--- src/design/ilsc_pkg.sv ---
// ----------------------------------------------------------------------------
// ilsc_pkg
// shared types and constants of the integer literal scanner
// ----------------------------------------------------------------------------
package ilsc_pkg;

    // scanner modes
    typedef enum logic [3:0] {
        MODE_IDLE  = 4'd0,
        MODE_ZERO  = 4'd1,
        MODE_DEC   = 4'd2,
        MODE_OCT   = 4'd3,
        MODE_HEXX  = 4'd4,
        MODE_HEX   = 4'd5,
        MODE_SKIPD = 4'd6,
        MODE_SKIPH = 4'd7,
        MODE_DOT   = 4'd8,
        MODE_SUF   = 4'd9
    } mode_t;

    // result kinds
    typedef enum logic [2:0] {
        KIND_INT64 = 3'd0,
        KIND_INT16 = 3'd1,
        KIND_INT32 = 3'd2,
        KIND_BYTE  = 3'd3,
        KIND_ERROR = 3'd4,
        KIND_REAL  = 3'd5
    } kind_t;

    // fault codes
    typedef enum logic [2:0] {
        FAULT_NONE       = 3'd0,
        FAULT_BAD_SUFFIX = 3'd1,
        FAULT_TOO_LARGE  = 3'd2,
        FAULT_DECIMAL    = 3'd3,
        FAULT_OCTAL      = 3'd4,
        FAULT_HEX        = 3'd5,
        FAULT_GARBAGE    = 3'd6
    } fault_t;

    // largest values that may take one more digit; decimal also checks carry
    localparam logic [63:0] DEC_LIMIT = 64'h1999_9999_9999_9999;
    localparam logic [63:0] OCT_LIMIT = 64'h1FFF_FFFF_FFFF_FFFF;
    localparam logic [63:0] HEX_LIMIT = 64'h0FFF_FFFF_FFFF_FFFF;

    localparam logic [7:0] CHAR_0     = 8'h30;
    localparam logic [7:0] CHAR_1     = 8'h31;
    localparam logic [7:0] CHAR_7     = 8'h37;
    localparam logic [7:0] CHAR_9     = 8'h39;
    localparam logic [7:0] CHAR_DOT   = 8'h2E;
    localparam logic [7:0] CHAR_UNDER = 8'h5F;
    localparam logic [7:0] CHAR_APOS  = 8'h27;
    localparam logic [7:0] CHAR_QUOTE = 8'h22;
    localparam logic [7:0] CHAR_LC_A  = 8'h61;
    localparam logic [7:0] CHAR_LC_F  = 8'h66;
    localparam logic [7:0] CHAR_LC_Z  = 8'h7A;
    localparam logic [7:0] CHAR_UC_A  = 8'h41;
    localparam logic [7:0] CHAR_UC_F  = 8'h46;
    localparam logic [7:0] CHAR_UC_Z  = 8'h5A;
    localparam logic [7:0] CHAR_LC_S  = 8'h73;
    localparam logic [7:0] CHAR_UC_S  = 8'h53;
    localparam logic [7:0] CHAR_LC_T  = 8'h74;
    localparam logic [7:0] CHAR_UC_T  = 8'h54;
    localparam logic [7:0] CHAR_LC_X  = 8'h78;
    localparam logic [7:0] CHAR_UC_X  = 8'h58;

endpackage

--- src/design/ilsc_byte_if.sv ---
// ----------------------------------------------------------------------------
// ilsc_byte_if
// source byte channel: one byte or an end-of-text mark per beat
// ----------------------------------------------------------------------------
interface ilsc_byte_if;
    logic       valid;
    logic       ready;
    logic [7:0] ch;
    logic       is_end;

    modport source (output valid, output ch, output is_end, input ready);
    modport sink   (input valid, input ch, input is_end, output ready);
endinterface

--- src/design/ilsc_result_if.sv ---
// ----------------------------------------------------------------------------
// ilsc_result_if
// result channel: one scanned literal per beat
// ----------------------------------------------------------------------------
interface ilsc_result_if;
    import ilsc_pkg::*;

    logic         valid;
    logic         ready;
    kind_t        kind;
    logic [63:0]  number_value;
    fault_t       fault;
    logic [7:0]   token_length;

    modport source (output valid, output kind, output number_value, output fault,
                    output token_length, input ready);
    modport sink   (input valid, input kind, input number_value, input fault,
                    input token_length, output ready);
endinterface

--- src/design/integer_literal_scanner_top.sv ---
// ----------------------------------------------------------------------------
// integer_literal_scanner_top
// scans decimal, octal and hex integer literals one byte per beat
// output: a result beat is registered and shown in the cycle after the byte beat that ends it
// throughput: one byte beat per cycle; the scan state updates in a single pass
// a result held back by the sink stalls bytes, one drained that cycle does not
// reset: asynchronous, active low; scanner idle, output register empty
// ----------------------------------------------------------------------------
module integer_literal_scanner_top #(
    parameter int MAX_TOKEN_LENGTH = 255
) (
    input  logic          clk,
    input  logic          rst_n,
    ilsc_byte_if.sink     byte_chan,
    ilsc_result_if.source result_chan
);
    import ilsc_pkg::*;

    // token length saturates at the smaller of the limit and the field width
    localparam int         LEN_CAP_INT = (MAX_TOKEN_LENGTH < 255) ? MAX_TOKEN_LENGTH : 255;
    localparam logic [7:0] LEN_CAP     = 8'(LEN_CAP_INT);

    // scan state
    mode_t       mode_reg, mode_next;
    logic [63:0] acc_reg, acc_next;
    fault_t      pf_reg, pf_next;
    logic [7:0]  sfc_reg, sfc_next;
    logic [1:0]  sfn_reg, sfn_next;
    logic [7:0]  len_reg, len_next;

    // output register
    logic        out_valid_reg, out_valid_next;
    kind_t       kind_reg;
    logic [63:0] value_reg;
    fault_t      fault_reg;
    logic [7:0]  tlen_reg;

    logic        accept;
    logic [7:0]  c;
    logic        at_end;

    // byte classes
    logic        is_dig, is_oct, is_sep, is_alpha, is_alnum, is_garb, is_hex, is_x;
    logic [3:0]  hex_digit;

    // digit accumulation
    logic        dec_ovf;
    logic [63:0] times_ten;
    logic [64:0] dec_sum;

    // finish of an integer literal
    kind_t       fin_kind;
    logic [63:0] fin_value;
    fault_t      fin_fault;

    // result of this beat
    logic        emit;
    kind_t       emit_kind;
    logic [63:0] emit_value;
    fault_t      emit_fault;
    logic        clear;
    logic        bump;

    assign c      = byte_chan.ch;
    assign at_end = byte_chan.is_end;

    // the output register is free, or is being drained this cycle
    assign byte_chan.ready = !out_valid_reg || result_chan.ready;
    assign accept          = byte_chan.valid && byte_chan.ready;

    // ------------------------------------------------------------------------
    // character classes
    // ------------------------------------------------------------------------
    always_comb
    begin
        is_dig   = (c >= CHAR_0) && (c <= CHAR_9);
        is_oct   = (c >= CHAR_0) && (c <= CHAR_7);
        is_sep   = (c == CHAR_UNDER) || (c == CHAR_APOS) || (c == CHAR_QUOTE);
        is_alpha = ((c >= CHAR_LC_A) && (c <= CHAR_LC_Z)) ||
                   ((c >= CHAR_UC_A) && (c <= CHAR_UC_Z));
        is_alnum = is_dig || is_alpha;
        is_garb  = is_alnum || (c == CHAR_UNDER) || c[7];
        is_x     = (c == CHAR_LC_X) || (c == CHAR_UC_X);
        is_hex   = 1'b1;
        hex_digit = '0;
        if (is_dig)
        begin
            hex_digit = c[3:0];
        end
        else if (((c >= CHAR_LC_A) && (c <= CHAR_LC_F)) ||
                 ((c >= CHAR_UC_A) && (c <= CHAR_UC_F)))
        begin
            // low nibble of a-f and A-F is 1..6
            hex_digit = c[3:0] + 4'd9;
        end
        else
        begin
            is_hex = 1'b0;
        end
    end

    // ------------------------------------------------------------------------
    // decimal step: acc * 10 + digit, overflow if either step leaves 64 bits
    // ------------------------------------------------------------------------
    assign times_ten = {acc_reg[60:0], 3'b000} + {acc_reg[62:0], 1'b0};
    assign dec_sum   = {1'b0, times_ten} + {61'd0, c[3:0]};
    assign dec_ovf   = (acc_reg > DEC_LIMIT) || dec_sum[64];

    // ------------------------------------------------------------------------
    // suffix check and narrowing of a finished integer
    // ------------------------------------------------------------------------
    always_comb
    begin
        fin_kind  = KIND_ERROR;
        fin_value = '0;
        fin_fault = FAULT_BAD_SUFFIX;
        if (sfn_reg == 2'd0)
        begin
            fin_kind  = KIND_INT64;
            fin_value = acc_reg;
            fin_fault = FAULT_NONE;
        end
        else if (sfn_reg == 2'd1)
        begin
            if ((sfc_reg == CHAR_LC_S) || (sfc_reg == CHAR_UC_S))
            begin
                if (acc_reg[63:16] != '0)
                begin
                    fin_fault = FAULT_TOO_LARGE;
                end
                else
                begin
                    fin_kind  = KIND_INT16;
                    fin_value = acc_reg;
                    fin_fault = FAULT_NONE;
                end
            end
            else if ((sfc_reg == CHAR_LC_T) || (sfc_reg == CHAR_UC_T))
            begin
                if (acc_reg[63:32] != '0)
                begin
                    fin_fault = FAULT_TOO_LARGE;
                end
                else
                begin
                    fin_kind  = KIND_INT32;
                    fin_value = acc_reg;
                    fin_fault = FAULT_NONE;
                end
            end
            else if ((sfc_reg == CHAR_LC_X) || (sfc_reg == CHAR_UC_X))
            begin
                if (acc_reg[63:8] != '0)
                begin
                    fin_fault = FAULT_TOO_LARGE;
                end
                else
                begin
                    fin_kind  = KIND_BYTE;
                    fin_value = acc_reg;
                    fin_fault = FAULT_NONE;
                end
            end
        end
    end

    // ------------------------------------------------------------------------
    // next scan state and result of the current byte
    // ------------------------------------------------------------------------
    always_comb
    begin
        mode_next  = mode_reg;
        acc_next   = acc_reg;
        pf_next    = pf_reg;
        sfc_next   = sfc_reg;
        sfn_next   = sfn_reg;
        len_next   = len_reg;
        emit       = 1'b0;
        emit_kind  = KIND_INT64;
        emit_value = '0;
        emit_fault = FAULT_NONE;
        clear      = 1'b0;
        bump       = 1'b0;

        case (mode_reg)
            MODE_IDLE:
            begin
                if (!at_end && (c >= CHAR_1) && (c <= CHAR_9))
                begin
                    mode_next = MODE_DEC;
                    acc_next  = {60'd0, c[3:0]};
                    len_next  = 8'd1;
                end
                else if (!at_end && (c == CHAR_0))
                begin
                    mode_next = MODE_ZERO;
                    acc_next  = '0;
                    len_next  = 8'd1;
                end
            end

            MODE_ZERO, MODE_OCT, MODE_DEC:
            begin
                if ((mode_reg == MODE_ZERO) && !at_end && is_x)
                begin
                    mode_next = MODE_HEXX;
                    bump      = 1'b1;
                end
                else
                begin
                    // a leading zero not followed by x carries on as octal
                    if (mode_reg == MODE_ZERO)
                    begin
                        mode_next = MODE_OCT;
                    end
                    if (at_end)
                    begin
                        emit       = 1'b1;
                        emit_kind  = fin_kind;
                        emit_value = fin_value;
                        emit_fault = fin_fault;
                    end
                    else if ((mode_reg != MODE_DEC) && is_oct)
                    begin
                        bump = 1'b1;
                        if (acc_reg > OCT_LIMIT)
                        begin
                            mode_next = MODE_SKIPD;
                            pf_next   = FAULT_OCTAL;
                            acc_next  = '0;
                        end
                        else
                        begin
                            acc_next = {acc_reg[60:0], c[2:0]};
                        end
                    end
                    else if ((mode_reg != MODE_DEC) && is_dig)
                    begin
                        // 8 or 9 in an octal literal
                        bump      = 1'b1;
                        mode_next = MODE_SKIPD;
                        pf_next   = FAULT_OCTAL;
                        acc_next  = '0;
                    end
                    else if (is_dig)
                    begin
                        bump = 1'b1;
                        if (dec_ovf)
                        begin
                            mode_next = MODE_SKIPD;
                            pf_next   = FAULT_DECIMAL;
                            acc_next  = '0;
                        end
                        else
                        begin
                            acc_next = dec_sum[63:0];
                        end
                    end
                    else if (is_sep)
                    begin
                        bump = 1'b1;
                    end
                    else if (c == CHAR_DOT)
                    begin
                        mode_next = MODE_DOT;
                        pf_next   = FAULT_NONE;
                    end
                    else if (is_alnum)
                    begin
                        mode_next = MODE_SUF;
                        sfc_next  = c;
                        sfn_next  = 2'd1;
                        bump      = 1'b1;
                    end
                    else
                    begin
                        emit = 1'b1;
                        if (is_garb)
                        begin
                            emit_kind  = KIND_ERROR;
                            emit_fault = FAULT_GARBAGE;
                        end
                        else
                        begin
                            emit_kind  = fin_kind;
                            emit_value = fin_value;
                            emit_fault = fin_fault;
                        end
                    end
                end
            end

            MODE_HEXX:
            begin
                if (!at_end && is_hex)
                begin
                    mode_next = MODE_HEX;
                    acc_next  = {60'd0, hex_digit};
                    bump      = 1'b1;
                end
                else if (!at_end && is_garb)
                begin
                    emit       = 1'b1;
                    emit_kind  = KIND_ERROR;
                    emit_fault = FAULT_GARBAGE;
                end
                else
                begin
                    // bare 0x reads as a byte of value zero
                    emit      = 1'b1;
                    emit_kind = KIND_BYTE;
                end
            end

            MODE_HEX:
            begin
                if (at_end)
                begin
                    emit       = 1'b1;
                    emit_kind  = fin_kind;
                    emit_value = fin_value;
                    emit_fault = fin_fault;
                end
                else if (is_hex)
                begin
                    bump = 1'b1;
                    if (acc_reg > HEX_LIMIT)
                    begin
                        mode_next = MODE_SKIPH;
                        pf_next   = FAULT_HEX;
                        acc_next  = '0;
                    end
                    else
                    begin
                        acc_next = {acc_reg[59:0], hex_digit};
                    end
                end
                else if (is_sep)
                begin
                    bump = 1'b1;
                end
                else if (is_alnum)
                begin
                    mode_next = MODE_SUF;
                    sfc_next  = c;
                    sfn_next  = 2'd1;
                    bump      = 1'b1;
                end
                else
                begin
                    emit = 1'b1;
                    if (is_garb)
                    begin
                        emit_kind  = KIND_ERROR;
                        emit_fault = FAULT_GARBAGE;
                    end
                    else
                    begin
                        emit_kind  = fin_kind;
                        emit_value = fin_value;
                        emit_fault = fin_fault;
                    end
                end
            end

            MODE_SKIPD:
            begin
                if (!at_end && (is_dig || is_sep))
                begin
                    bump = 1'b1;
                end
                else if (!at_end && (c == CHAR_DOT))
                begin
                    mode_next = MODE_DOT;
                end
                else
                begin
                    emit       = 1'b1;
                    emit_kind  = KIND_ERROR;
                    emit_fault = pf_reg;
                end
            end

            MODE_SKIPH:
            begin
                if (!at_end && (is_hex || is_sep))
                begin
                    bump = 1'b1;
                end
                else
                begin
                    emit       = 1'b1;
                    emit_kind  = KIND_ERROR;
                    emit_fault = FAULT_HEX;
                end
            end

            MODE_DOT:
            begin
                emit = 1'b1;
                if (!at_end && (c == CHAR_DOT))
                begin
                    // range operator: the first dot ends the literal
                    if (pf_reg != FAULT_NONE)
                    begin
                        emit_kind  = KIND_ERROR;
                        emit_fault = pf_reg;
                    end
                    else
                    begin
                        emit_kind  = fin_kind;
                        emit_value = fin_value;
                        emit_fault = fin_fault;
                    end
                end
                else
                begin
                    emit_kind = KIND_REAL;
                end
            end

            MODE_SUF:
            begin
                if (at_end)
                begin
                    emit       = 1'b1;
                    emit_kind  = fin_kind;
                    emit_value = fin_value;
                    emit_fault = fin_fault;
                end
                else if (is_alnum)
                begin
                    bump = 1'b1;
                    if (sfn_reg < 2'd2)
                    begin
                        sfn_next = sfn_reg + 2'd1;
                    end
                end
                else
                begin
                    emit = 1'b1;
                    if (is_garb)
                    begin
                        emit_kind  = KIND_ERROR;
                        emit_fault = FAULT_GARBAGE;
                    end
                    else
                    begin
                        emit_kind  = fin_kind;
                        emit_value = fin_value;
                        emit_fault = fin_fault;
                    end
                end
            end

            default:
            begin
                clear = 1'b1;
            end
        endcase

        // saturating token length
        if (bump && (len_reg < LEN_CAP))
        begin
            len_next = len_reg + 8'd1;
        end

        // a finished literal returns the scanner to idle
        if (emit || clear)
        begin
            mode_next = MODE_IDLE;
            acc_next  = '0;
            pf_next   = FAULT_NONE;
            sfc_next  = '0;
            sfn_next  = '0;
            len_next  = '0;
        end
    end

    // ------------------------------------------------------------------------
    // scan state registers, updated only on an accepted byte beat
    // ------------------------------------------------------------------------
    always_ff @(posedge clk or negedge rst_n)
    begin
        if (!rst_n)
        begin
            mode_reg <= MODE_IDLE;
            acc_reg  <= '0;
            pf_reg   <= FAULT_NONE;
            sfc_reg  <= '0;
            sfn_reg  <= '0;
            len_reg  <= '0;
        end
        else if (accept)
        begin
            mode_reg <= mode_next;
            acc_reg  <= acc_next;
            pf_reg   <= pf_next;
            sfc_reg  <= sfc_next;
            sfn_reg  <= sfn_next;
            len_reg  <= len_next;
        end
    end

    // ------------------------------------------------------------------------
    // output register
    // ------------------------------------------------------------------------
    always_comb
    begin
        if (accept)
        begin
            out_valid_next = emit;
        end
        else
        begin
            out_valid_next = out_valid_reg && !result_chan.ready;
        end
    end

    always_ff @(posedge clk or negedge rst_n)
    begin
        if (!rst_n)
        begin
            out_valid_reg <= 1'b0;
        end
        else
        begin
            out_valid_reg <= out_valid_next;
        end
    end

    // payload needs no reset
    always_ff @(posedge clk)
    begin
        if (accept && emit)
        begin
            kind_reg  <= emit_kind;
            value_reg <= emit_value;
            fault_reg <= emit_fault;
            tlen_reg  <= len_reg;
        end
    end

    assign result_chan.valid        = out_valid_reg;
    assign result_chan.kind         = kind_reg;
    assign result_chan.number_value = value_reg;
    assign result_chan.fault        = fault_reg;
    assign result_chan.token_length = tlen_reg;

endmodule

--- src/flat_wrapper.sv ---
// flat-port wrapper written by rule: the top's interface ports become plain ports
module integer_literal_scanner_top_flat import ilsc_pkg::*;
#(
    parameter int MAX_TOKEN_LENGTH = 255
)
  (clk, rst_n, byte_chan_valid, byte_chan_ch, byte_chan_is_end, byte_chan_ready, result_chan_valid, result_chan_kind, result_chan_number_value, result_chan_fault, result_chan_token_length, result_chan_ready);
  ilsc_byte_if byte_chan_i ();
  ilsc_result_if result_chan_i ();
  input  logic clk;
  input  logic rst_n;
  input wire logic [$bits(byte_chan_i.valid)-1:0] byte_chan_valid;
  input wire logic [$bits(byte_chan_i.ch)-1:0] byte_chan_ch;
  input wire logic [$bits(byte_chan_i.is_end)-1:0] byte_chan_is_end;
  output wire logic [$bits(byte_chan_i.ready)-1:0] byte_chan_ready;
  output wire logic [$bits(result_chan_i.valid)-1:0] result_chan_valid;
  output wire logic [$bits(result_chan_i.kind)-1:0] result_chan_kind;
  output wire logic [$bits(result_chan_i.number_value)-1:0] result_chan_number_value;
  output wire logic [$bits(result_chan_i.fault)-1:0] result_chan_fault;
  output wire logic [$bits(result_chan_i.token_length)-1:0] result_chan_token_length;
  input wire logic [$bits(result_chan_i.ready)-1:0] result_chan_ready;
  assign byte_chan_i.valid = byte_chan_valid;
  assign byte_chan_i.ch = byte_chan_ch;
  assign byte_chan_i.is_end = byte_chan_is_end;
  assign byte_chan_ready = byte_chan_i.ready;
  assign result_chan_valid = result_chan_i.valid;
  assign result_chan_kind = result_chan_i.kind;
  assign result_chan_number_value = result_chan_i.number_value;
  assign result_chan_fault = result_chan_i.fault;
  assign result_chan_token_length = result_chan_i.token_length;
  assign result_chan_i.ready = result_chan_ready;
  integer_literal_scanner_top #(.MAX_TOKEN_LENGTH(MAX_TOKEN_LENGTH)) u_core (.clk(clk), .rst_n(rst_n), .byte_chan(byte_chan_i), .result_chan(result_chan_i));
endmodule
--- config.mk ---
export PLATFORM = sky130hd
export DESIGN_NAME = integer_literal_scanner_top_flat
export DESIGN_NICKNAME = d
export VERILOG_FILES = /design/src/design/ilsc_pkg.sv /design/src/design/ilsc_byte_if.sv /design/src/design/ilsc_result_if.sv /design/src/design/integer_literal_scanner_top.sv /design/src/flat_wrapper.sv
export SDC_FILE = /design/constraint.sdc
export NUM_CORES = 1
export LEC_CHECK = 0
export BUFFER_PORTS_ARGS = -buffer_cell sky130_fd_sc_hd__buf_2
export CAP_MARGIN = 20
export CORE_MARGIN = 8
export CORE_UTILIZATION = 63
export DETAILED_ROUTE_END_ITERATION = 10
export PLACE_DENSITY = 0.85
export SETUP_SLACK_MARGIN = 0.02
export SKIP_CTS_REPAIR_TIMING = 1
export SLEW_MARGIN = 20
export SYNTH_ARGS = -nofsm -noshare
export SYNTH_HDL_FRONTEND = slang
export SYNTH_SLANG_ARGS = --single-unit
export TNS_END_PERCENT = 1
--- constraint.sdc ---
create_clock -name clk -period 6.4 [get_ports clk]
set_input_delay 1.28 -clock clk [delete_from_list [all_inputs] [get_ports clk]]
set_output_delay 1.28 -clock clk [all_outputs]
set_load 0.02 [all_outputs]
==> run_results.csv <==
group,metric,value,unit
worst_setup_path,setup.worst_path.class,"reg2reg",
timing,clock.fmax,180.6,MHz
logic_synthesis,synth-seq-cells,167,
layout,final_cell_area,0.01640,sq mm
clock_network,cts.sinks,167,
global_routing,grt_max_degree,65,
placement,dpl-instance-area,0.01582,sq mm
placement,gp_congestion,1.043,
logic_synthesis,syn_area,0.01519,sq mm
placement,dp_hpwl,38890,um
floorplan,die_x,171.3,um
power,p_leak,6.472,nW
timing,setup_slack,863.2,ps
placement,dp_slack,768.8,ps
clock_network,cts_root_buffer,"clkbuf_16",
logic_synthesis,synthArstFlopShare,53.29,%
timing,setup_viol,0,
global_routing,antenna_found_initial,0,
floorplan,std_cell_rows,57,
detailed_routing,wl,50470,um
worst_setup_path,crit_chain,"ha_1 > inv_1 > fa_1 > and2b_1 > o2111ai_2 > a211o_1 > a2111oi_1 > o221ai_1 > nor3b_1 > nand4_1 > or4_4 > nor4_4 > a21oi_2 > nand2_1 > buf_4 > o21ai_0",
floorplan,die_y,171.3,um
detailed_routing,viasPerCell,6.985,
logic_synthesis,synthFlopType,"dfrtp_1",
global_routing,grt_overflow_total,0,
detailed_routing,ant_nets,0,
global_routing,grt_pass1_vias,14820,
detailed_routing,dr.pass1.iters,6,
detailed_routing,drc_errors,0,
power,peakVddDrop,0.2234,mV
clock_network,clk_pin_slew,70,ps
clock_network,cts_tree,"built",
timing,final.setup.tns,0,ps
run,cap_viol_max_count,0,
clock_network,htreeDepth,4,
floorplan,initial_core_util,63.40,%
layout,nets,2009,
worst_setup_path,critical_path.endpoint_type,"flop",
detailed_routing,via_count,15790,
logic_synthesis,syn_inst,1898,
worst_setup_path,worstPathMaxFanout,27,
worst_setup_path,worstSetupStartpointType,"flop",
outcome,status,"complete, no violations",
clock_network,numCtsBuffers,17,
global_routing,grt_pass1_wl,79070,um
layout,n_fill_cell,2015,
layout,antenna_cells,0,
detailed_routing,wl_per_cell,22.32,um
timing,relSlewSlack,34.02,%
clock_network,clockBufferDepth,2,
timing,rsz0062_at_grt,"no",
layout,syn_to_final_growth,7.922,%
worst_setup_path,cp_slowest_cell,"dfrtp_1",
power,powerDensity,277.2,mW/mm^2
logic_synthesis,ys_warn_count,0,
logic_synthesis,syn_nets,1983,
timing,min_period,5537,ps
global_routing,grt_usage,33.89,%
detailed_routing,drtIter0Drc,1945,
worst_setup_path,arrival,5840,ps
timing,post-route-period-util,86.51,%
timing,hold_viol,0,
worst_setup_path,cp.required,6700,ps
floorplan,ios,93,
timing,slew_violations,0,
min_path,min_path_type,"reg2reg",
timing,fin_skew,14.13,ps
logic_synthesis,synth.distinct_cells,98,
floorplan,core,0.02396,sq mm
logic_synthesis,syn_avg_cell_area,8.005,sq um
floorplan,die_area,0.02934,sq mm
worst_setup_path,slowest_delay,550,ps
layout,layout_common_cells,"nand2_1 (192), a21oi_1 (182), nor2_1 (144)",
logic_synthesis,yosysSeqAreaShare,30.07,%
layout,final_common_cell,"nand2_1",
clock_network,clock_latency,440,ps
timing,hold-worst-slack,510.7,ps
layout,final_layout_size_suffix_gt1_share,10.53,%
placement,io_buffers,92,
logic_synthesis,synth_edf_count,78,
timing,tightest_slew,979.3,ps
==> kinds of logic after synthesis <==
logic type	Yosys count	share of synthesized area (%)
multiplexers	10	0.6835
AND/OR/NAND/NOR	750	25.75
flip-flops	167	30.07
buffers and inverters	153	4.060
AO/OA/AOI/OAI	646	27.64
XOR/XNOR	100	5.765
adder cells (fa/ha/maj)	72	6.028
==> where the power goes <==
| part | leakage (nW) | internal, mW | switching (mW) |
|---|---|---|---|
| logic | 4.21 | 0.537 | 1.41 |
| registers | 1.98 | 1.42 | 0.164 |
| clock network | 0.281 | 0.520 | 0.489 |
==> cells in the mapped netlist (all sizes together) (7+ instances only) <==
| cell | number | area (sq um) |
|---|---|---|
| buf | 25 | 136.4 |
| o21ai | 169 | 853.3 |
| or4 | 13 | 105.1 |
| a211o | 8 | 70.07 |
| nor3b | 8 | 60.06 |
| and4 | 11 | 96.34 |
| nand3 | 62 | 310.3 |
| a21oi | 184 | 928.4 |
| and2 | 84 | 525.5 |
| xnor2 | 56 | 490.5 |
| a2111oi | 7 | 81.33 |
| a21boi | 11 | 82.58 |
| edfxtp | 78 | 2342 |
| nand4 | 51 | 325.3 |
| nand2 | 192 | 720.7 |
| o21a | 21 | 157.7 |
| and3 | 17 | 106.4 |
| a22oi | 25 | 187.7 |
| dfrtp | 89 | 2227 |
| nor4 | 40 | 292.8 |
| o211ai | 19 | 142.6 |
| a221oi | 9 | 85.08 |
| o21bai | 10 | 75.07 |
| ha | 70 | 875.8 |
| o31ai | 14 | 105.1 |
| nand2b | 12 | 75.07 |
| a22o | 39 | 341.6 |
| xor2 | 44 | 385.4 |
| nor2 | 145 | 544.3 |
| clkbuf | 88 | 330.3 |
| inv | 39 | 146.4 |
| a21o | 26 | 195.2 |
| a211oi | 24 | 195.2 |
| a31oi | 17 | 106.4 |
| or2 | 13 | 81.33 |
| nor3 | 49 | 255.3 |
| nor2b | 11 | 68.82 |
| mux2i | 7 | 70.07 |
| or3 | 19 | 118.9 |
==> critical path: cells and delay by family (launching register included) <==
kind,cells,cell delay (ps)
flops,1,550
fa+ha+maj,2,670
compound gates,6,1900
simple gates,6,1880
buf+inv,2,370
==> layer usage <==
layer	global-route usage, %	wire length, um	part of all wire [%]
met3	4.889	5578	11
met4	14.33	2032	4.0
met1	44.41	19770	39
met2	55.39	23090	46
met5	0	0	0
==> worst paths after layout <==
kind                       slack [ps]  cells after the start                                 end               from
setup / recovery                  860                     16                  u_core.acc_reg[23]  u_core.acc_reg[2]
hold / removal                    510                      0  u_core.result_chan.token_length[4]  u_core.len_reg[4]
setup reg to reg                  860                     16                  u_core.acc_reg[23]  u_core.acc_reg[2]
hold reg to reg                   510                      0  u_core.result_chan.token_length[4]  u_core.len_reg[4]
max in group asynchronous        4430                      2                  u_core.mode_reg[3]              rst_n
min in group asynchronous         760                      1                   u_core.acc_reg[9]              rst_n
==> stage by stage <==
stage / util (%) / total power, mW / instances
floorplan: - / 2.859 / 1898
global placement: 66.01 / 3.477 / 2229
detailed placement: 66.01 / 3.514 / 2229
CTS: 68.43 / 4.509 / 2261
global route: 68.43 / 4.741 / 2261
finish: 68.43 / 4.546 / 2261
==> cell type report <==
type                       instances  area [sq um]  share of cell area [%]
clock inverter                    15         152.6                  0.9309
clock buffer                      17         425.4                   2.594
multi-input combinational       1578         10020                   61.11
tap                              324         405.4                   2.472
sequential                       167          4569                   27.87
timing repair buffer             120         673.1                   4.105
inverter                          40         150.1                  0.9157
(Power assumes the default switching activity.)
